### config.mk
export PLATFORM = sky130hd
export DESIGN_NAME = jesc_ctrl
export DESIGN_NICKNAME = d
export VERILOG_FILES = /design/src/hw/rtl/jesc_pkg.sv /design/src/hw/rtl/jesc_ctrl.sv
export SDC_FILE = /design/constraint.sdc
export NUM_CORES = 1
export LEC_CHECK = 0
export ABC_CLOCK_PERIOD_IN_PS = 1700
export BUFFER_PORTS_ARGS = -buffer_cell sky130_fd_sc_hd__buf_2
export CAP_MARGIN = 0
export CORE_AREA = 2 2 39 41
export DETAILED_ROUTE_END_ITERATION = 16
export DIE_AREA = 0 0 41 43
export PLACE_DENSITY = 0.84
export SYNTH_ARGS = -nofsm -noshare
export SYNTH_HDL_FRONTEND = slang
export SYNTH_SLANG_ARGS = --single-unit
export TNS_END_PERCENT = 5
### constraint.sdc
create_clock -name clk_i -period 1.7 [get_ports clk_i]
set_input_delay 0.085 -clock clk_i [delete_from_list [all_inputs] [get_ports clk_i]]
set_output_delay 0.085 -clock clk_i [all_outputs]
set_load 0.02 [all_outputs]
### src/hw/rtl/jesc_pkg.sv
// Shared types, constants and saturating helpers for the Julia escape-time core.
// No dependencies; imported by every module of the core.
package jesc_pkg;

  localparam int PIX_BITS   = 12;
  localparam int CNT_BITS   = 12;
  localparam int COORD_BITS = 64;
  localparam int STEP_BITS  = 63;
  localparam int T_BITS     = 16;
  localparam int IDX_BITS   = 3;
  localparam int DIV_CNT_BITS = 4;

  localparam logic [COORD_BITS-1:0] S64_MAX = {1'b0, {(COORD_BITS-1){1'b1}}};
  localparam logic [COORD_BITS-1:0] S64_MIN = {1'b1, {(COORD_BITS-1){1'b0}}};

  // Register reset values
  localparam logic [COORD_BITS-1:0] CENTER_RE_RST = 64'hF4C5_974E_65BE_A0BA;
  localparam logic [COORD_BITS-1:0] CENTER_IM_RST = 64'hF9DA_5119_CE07_5F70;
  localparam logic [STEP_BITS-1:0]  STEP_RST      = 63'h000F_2B9D_6480_F2BA;
  localparam logic [CNT_BITS-1:0]   LIMIT_RST     = 12'd500;
  localparam logic [PIX_BITS-1:0]   WIDTH_RST     = 12'd1920;
  localparam logic [PIX_BITS-1:0]   HEIGHT_RST    = 12'd1080;

  // Colour gradient weights (9, 15, 8.5 times 255; blue scaled by two)
  localparam logic [11:0] RED_K   = 12'd2295;
  localparam logic [11:0] GREEN_K = 12'd3825;
  localparam logic [12:0] BLUE_K  = 13'd4335;

  typedef enum logic [IDX_BITS-1:0] {
    REG_CENTER_RE       = 3'd0,
    REG_CENTER_IM       = 3'd1,
    REG_PIXEL_STEP      = 3'd2,
    REG_ITERATION_LIMIT = 3'd3,
    REG_IMAGE_WIDTH     = 3'd4,
    REG_IMAGE_HEIGHT    = 3'd5
  } cfg_idx_e;

  typedef enum logic [3:0] {
    ST_IDLE,
    ST_START0,
    ST_START1,
    ST_PP,
    ST_SUM,
    ST_FIX,
    ST_TEST,
    ST_DIV,
    ST_COL0,
    ST_COL1,
    ST_COL2,
    ST_OUT
  } state_e;

  typedef struct packed {
    logic [PIX_BITS-1:0] pixel_x;
    logic [PIX_BITS-1:0] pixel_y;
  } pixel_in_t;

  typedef struct packed {
    logic [CNT_BITS-1:0] iteration_count;
    logic [7:0]          red;
    logic [7:0]          green;
    logic [7:0]          blue;
  } pixel_out_t;

  typedef struct packed {
    logic load;
    logic start0;
    logic start1;
    logic mul_pp;
    logic mul_sum;
    logic mul_fix;
    logic update;
    logic div_init;
    logic div_step;
    logic col0;
    logic col1;
    logic col2;
    logic out_load;
  } dp_cmd_t;

  typedef struct packed {
    logic go_on;
    logic black;
  } dp_status_t;

  function automatic logic [COORD_BITS-1:0] sat_add64(input logic [COORD_BITS-1:0] a,
                                                      input logic [COORD_BITS-1:0] b);
    logic [COORD_BITS-1:0] r;
    r = a + b;
    if (!(a[COORD_BITS-1] ^ b[COORD_BITS-1]) && (a[COORD_BITS-1] ^ r[COORD_BITS-1]))
      return a[COORD_BITS-1] ? S64_MIN : S64_MAX;
    return r;
  endfunction

  function automatic logic [COORD_BITS-1:0] sat_sub64(input logic [COORD_BITS-1:0] a,
                                                      input logic [COORD_BITS-1:0] b);
    logic [COORD_BITS-1:0] r;
    r = a - b;
    if ((a[COORD_BITS-1] ^ b[COORD_BITS-1]) && (a[COORD_BITS-1] ^ r[COORD_BITS-1]))
      return a[COORD_BITS-1] ? S64_MIN : S64_MAX;
    return r;
  endfunction

  // Clamp a signed 128-bit value to the signed 64-bit range
  function automatic logic [COORD_BITS-1:0] sat_narrow(input logic [127:0] p);
    if ((&p[127:COORD_BITS-1]) || !(|p[127:COORD_BITS-1]))
      return p[COORD_BITS-1:0];
    return p[127] ? S64_MIN : S64_MAX;
  endfunction

endpackage

### src/hw/rtl/jesc_ctrl.sv
// Controller: sequences start point, escape loop, divider and colour steps.
// Depends on jesc_pkg.
module jesc_ctrl (
  input  logic                   clk_i,
  input  logic                   rst_ni,
  input  logic                   in_valid_i,
  output logic                   in_ready_o,
  output logic                   out_valid_o,
  input  logic                   out_ready_i,
  input  jesc_pkg::dp_status_t   status_i,
  output jesc_pkg::dp_cmd_t      cmd_o
);
  import jesc_pkg::*;

  state_e                  state_q, state_d;
  logic [DIV_CNT_BITS-1:0] div_cnt_q, div_cnt_d;
  logic                    out_valid_q, out_valid_d;

  always_ff @(posedge clk_i or negedge rst_ni) begin
    if (!rst_ni) begin
      state_q     <= ST_IDLE;
      div_cnt_q   <= '0;
      out_valid_q <= 1'b0;
    end else begin
      state_q     <= state_d;
      div_cnt_q   <= div_cnt_d;
      out_valid_q <= out_valid_d;
    end
  end

  // Next state and datapath commands
  always_comb begin
    state_d     = state_q;
    div_cnt_d   = div_cnt_q;
    out_valid_d = out_valid_q && !out_ready_i;
    cmd_o       = '0;
    in_ready_o  = 1'b0;
    unique case (state_q)
      ST_IDLE: begin
        in_ready_o = 1'b1;
        if (in_valid_i) begin
          cmd_o.load = 1'b1;
          state_d    = ST_START0;
        end
      end
      ST_START0: begin
        cmd_o.start0 = 1'b1;
        state_d      = ST_START1;
      end
      ST_START1: begin
        cmd_o.start1 = 1'b1;
        state_d      = ST_PP;
      end
      ST_PP: begin
        cmd_o.mul_pp = 1'b1;
        state_d      = ST_SUM;
      end
      ST_SUM: begin
        cmd_o.mul_sum = 1'b1;
        state_d       = ST_FIX;
      end
      ST_FIX: begin
        cmd_o.mul_fix = 1'b1;
        state_d       = ST_TEST;
      end
      ST_TEST: begin
        priority if (status_i.go_on) begin
          cmd_o.update = 1'b1;
          state_d      = ST_PP;
        end else if (status_i.black) begin
          state_d = ST_OUT;
        end else begin
          cmd_o.div_init = 1'b1;
          div_cnt_d      = '0;
          state_d        = ST_DIV;
        end
      end
      ST_DIV: begin
        cmd_o.div_step = 1'b1;
        div_cnt_d      = div_cnt_q + 1'b1;
        if (div_cnt_q == DIV_CNT_BITS'(T_BITS - 1)) begin
          state_d = ST_COL0;
        end
      end
      ST_COL0: begin
        cmd_o.col0 = 1'b1;
        state_d    = ST_COL1;
      end
      ST_COL1: begin
        cmd_o.col1 = 1'b1;
        state_d    = ST_COL2;
      end
      ST_COL2: begin
        cmd_o.col2 = 1'b1;
        state_d    = ST_OUT;
      end
      ST_OUT: begin
        // Hold until the output register is free
        if (!out_valid_q || out_ready_i) begin
          cmd_o.out_load = 1'b1;
          out_valid_d    = 1'b1;
          state_d        = ST_IDLE;
        end
      end
      default: state_d = ST_IDLE;
    endcase
  end

  assign out_valid_o = out_valid_q;

endmodule

# After elaboration in Yosys (flattened, before gate mapping)

Cells that the tools add are included.

Register bits after elaboration: 9
Logic and storage cells: 58

Add/sub/neg operators: 1
Equal/unequal tests: 17
Mux-type cells: 29
Reductions and logical operators: 8

Operators with widths:

| kind                                                            | count |
|---|---|
| 4-bit case mux with 12 select lines                             | 1 |
| 4-bit 2-to-1 mux                                                | 7 |
| 4-bit == test, second input constant                            | 5 |
| 1-bit 2-to-1 mux                                                | 19 |
| 4-bit by 3-bit == test with 1-bit output, second input constant | 4 |
| 2-bit inequality test, second input constant                    | 5 |
| 4-bit by 2-bit == test with 1-bit output, second input constant | 2 |
| 4-bit case mux with 2 select lines                              | 1 |
| 3-bit AND reduction                                             | 2 |
| 4-bit by 1-bit adder with 4-bit output, second input constant   | 1 |
| 4-bit by 1-bit == test with 1-bit output, second input constant | 1 |
| 4-bit zero test                                                 | 1 |
| 1-bit zero test                                                 | 2 |
| 2-bit 2-to-1 mux                                                | 1 |
| 2-bit nonzero test                                              | 1 |
| 1-bit logical AND                                               | 1 |
| 1-bit logical OR                                                | 1 |

# Logic depth before layout (Yosys ltp)

Word-level depth: 4
Mapped depth: 5
Depth with buffers taken out: 4

# Worst setup path before layout

OpenSTA, ideal clock, no wires.

Path kind: reg2out
From: register state_q[3]
To: output port cmd_o[12] (netlist bit)
Arrival: 1733 ps
Path slack: -118 ps
Cell stages (with the launch flop): 4
Path through: dfrtp_1 buf_1 nor4_1 and2_1

RTL lines:

| element                  | line            | text |
|---|---|---|
| start: declaration       | jesc_ctrl.sv:15 | `state_e state_q, state_d;` |
| start signal: assignment | jesc_ctrl.sv:25 | `state_q <= state_d;` |
| end: declaration         | jesc_ctrl.sv:11 | `output jesc_pkg::dp_cmd_t cmd_o` |

==> metrics.txt <==
number of max-cap violations 0; Hold Fails Final Rpt 0; relative slew slack 80.27%; first-pass detailed-route iteration total 2; Worst path max stage delay 0.43 ns; reg-to-reg setup timing slack 0.22 ns; Fin Clk Skew 0.005656 ns; leak pwr about 0.41 nW; DRC errors left 0; Hold Slack 0.1188 ns; initial antenna violation count 0; CTS buffer count 3; chip width approximately 41 µm; largest net degree at the start of global routing 12; synth warn 0; CTS Root Cell clkbuf_4; flops & latches, synth 9; layout cell share with drive strength beyond 1 33.67%; Slew Viols, Final 0; first-pass GRT wire length 2.380 mm; clock latency at the later pin of the worst-skew pair 0.26 ns; Peak supply drop 648.0 µV; RR Startpoint state_q[2]; fmax 632.9 MHz; TNS Setup 0 ns; combinational power share 58.1%; mean number of vias per cell 5.500; worst slew pin tran 0.2921 ns; crit-path cells buf_4 -> nor4_2 -> and2_1 -> buf_2; Multi-input gate area 374.1 µm²; Antenna diodes 0; Post-Syn Instances 72; total track usage 19.82%; # rows 14; Post-DRT Antenna Nets 0; Crit-path slowest cell dfrtp_1; average wire per cell in the routed design 12.65 µm; Min-Delay Path Class input pin to register; Area Growth Syn to Fin 32.99%; share of Yosys cell area claimed by the top area cell type 37.34%; Avg Inst Size Synth around 8.4 µm²; fin crit share around 93%; via count of the routed design roughly 630; initial core utilization 43.58%; Worst Reg-to-Reg Cells 4; CP Max Fanout 11; Reg area 226.5 µm²; Seq/Total Area, Yosys between 30% and 40%; Tmin final about 1.6 ns; critical path launch point type register; Routed WL 1.442 mm; number of global-route vias before repair between 500 and 600; HP Start out_ready_i; Initial DRC Count 2; Port Buf Inserts 20; Max H-tree Level 1; Req. time, crit path 1.62 ns; CP top delay family simple AND/OR/NAND/NOR gates; clk slew on worst S/H paths ~0.06 ns; post-synthesis net count 79; pwr/cell area around 1700 mW/mm²; Hold Path Depth 3; Setup Crit Path Kind register to primary output; final net count between 100 and 150; synth top area cells dfrtp_1 37%, nand2b_1 5.2%, nor3_1 5.0%; P_int 722.9 µW; Switching Fraction a little under half; R2R Path End state_q[3]; die area 0.001763 mm²; hold endpoint out_valid_o; gpl congestion 0.7948; worst path arrival time between 1 and 1.5 ns; height of the die around 43 µm; synth unique cells 30; # fillers about 140; Synth area leader dfrtp_1; CP Capture Type primary output; total core area 0.001384 mm²; Clk pwr share 12.1%; clock net sink count 9; Netlist Area Pre-Place 603.1 µm²; grt total ovfl 0; hpwl dp 1.102 mm; # setup viols final 0; CTS tree built; status completed; Longest Clk Path Bufs 2; num ports 21; Levels on crit path 4; worst path bufs/invs 2; Seq pwr share 29.8%; RSZ-0062 raised after global routing false; switching power total 656.3 µW
-- state kept, by name, indices dropped and copies added, names as in the netlist --
register and flops:
out_valid_o 1, state_q 4, div_cnt_q 4
-- worst max path at each step --
stage / endpoint / slack (ns) / start
floorplan: state_q[2] / 0.03 / state_q[3]
global placement: cmd_o[5] / 0.24 / state_q[3]
detailed placement: state_q[3] / 0.23 / state_q[2]
CTS: cmd_o[5] / 0.08 / state_q[3]
global route: cmd_o[12] / 0.02 / state_q[2]
finish: cmd_o[12] / 0.12 / state_q[2]
-- cells in the final DEF, fill, tap and decap left out, types with 2 or more instances in the layout --
cell type	synthesis	layout
buf_2	2	20
nor2_1	8	8
dfrtp_1	9	8
nand2_1	7	7
nor3_1	6	6
nand2b_1	5	5
buf_4	0	5
nand4b_1	3	3
nor2b_1	3	3
o21ai_0	3	3
clkbuf_4	0	3
inv_1	2	2
a22o_1	2	2
a21oi_1	2	2
a21o_1	2	2
-- cell usage after synthesis --
cell	count
nand2_1	7
nor3_1	6
nand4b_1	3
nor4_1	2
a22o_1	2
ha_1	1
and2_1	1
nor2b_1	3
nand2b_1	5
nand4_1	1
clkbuf_1	1
xor2_1	1
inv_1	2
o211ai_1	1
o31ai_1	1
nor2_1	8
o22ai_1	1
o2111ai_1	1
buf_2	2
dfrtp_1	9
and3_1	1
o21bai_1	1
buf_1	1
or4_4	1
o21ai_0	3
a21o_1	2
a21oi_1	2
a31oi_1	1
a21oi_4	1
o41ai_1	1
-- per-layer routing --
| layer | track usage (%) | part of all wire [%] | vias up |
|---|---|---|---|
| met4 | 10.67 | 1.7 | 0 |
| met5 | 0 | 0 | - |
| li1 | - | - | 317 |
| met3 | 2.618 | 5.5 | 2 |
| met1 | 23.13 | 42 | 291 |
| met2 | 32.81 | 50 | 17 |
-- per-stage QoR --
| step | instances | instance area (µm²) | power (mW) | util, % | setup WS [ns] |
|---|---|---|---|---|---|
| final | 114 | 802.0 | 1.379 | 57.96 | 0.1200 |
| after global routing | 114 | 802.0 | 1.499 | 57.96 | 0.01633 |
| after CTS | 114 | 792.0 | 1.381 | 57.23 | 0.08083 |
| after detailed placement | 109 | 749.5 | 1.199 | 54.16 | 0.2334 |
| after global placement | 109 | 749.5 | 1.174 | 54.16 | 0.2449 |
| after floorplan | 72 | 609.3 | 0.9517 | - | 0.03349 |
-- cells by family after synthesis --
logic type | Yosys count | synth area share, %
buffers and inverters | 6 | 4.149
xor gates and xnor gates | 1 | 1.453
and+or+nand+nor | 38 | 34.03
adders and majority gates | 1 | 2.074
AOI/OAI and AO/OA | 17 | 20.96
DFF | 9 | 37.35
-- power by group through the flow --
stage,registers (mW),clock network (mW),logic (mW)
2_1_floorplan,0.384,0,0.568
3_3_place_gp,0.405,0,0.769
3_5_place_dp,0.415,0,0.783
4_1_cts,0.412,0.174,0.794
5_1_grt,0.434,0.179,0.886
6_report,0.412,0.166,0.801
-- final cells by class --
cell class,count,share of cell area (%)
multi-input combinational,57,46.65
tap,16,2.496
inverter,2,0.9360
timing repair buffer,26,18.41
sequential,9,28.24
clock buffer,4,3.276
-- timing repair --
item / 4_1_cts / 5_1_grt
setup buffers: 0 / 0
hold endpoints to repair: 9 / 0
pin swaps: 0 / 0
hold buffers: 1 / 0
endpoints found under the setup margin: 1 / 2
resized for setup: 1 / 2
-- worst min-delay path: cells and delay by family --
family,cells,cell delay (ns)
buf+inv,1,0.07
simple gates,2,0.18
(Power assumes the default switching activity.)
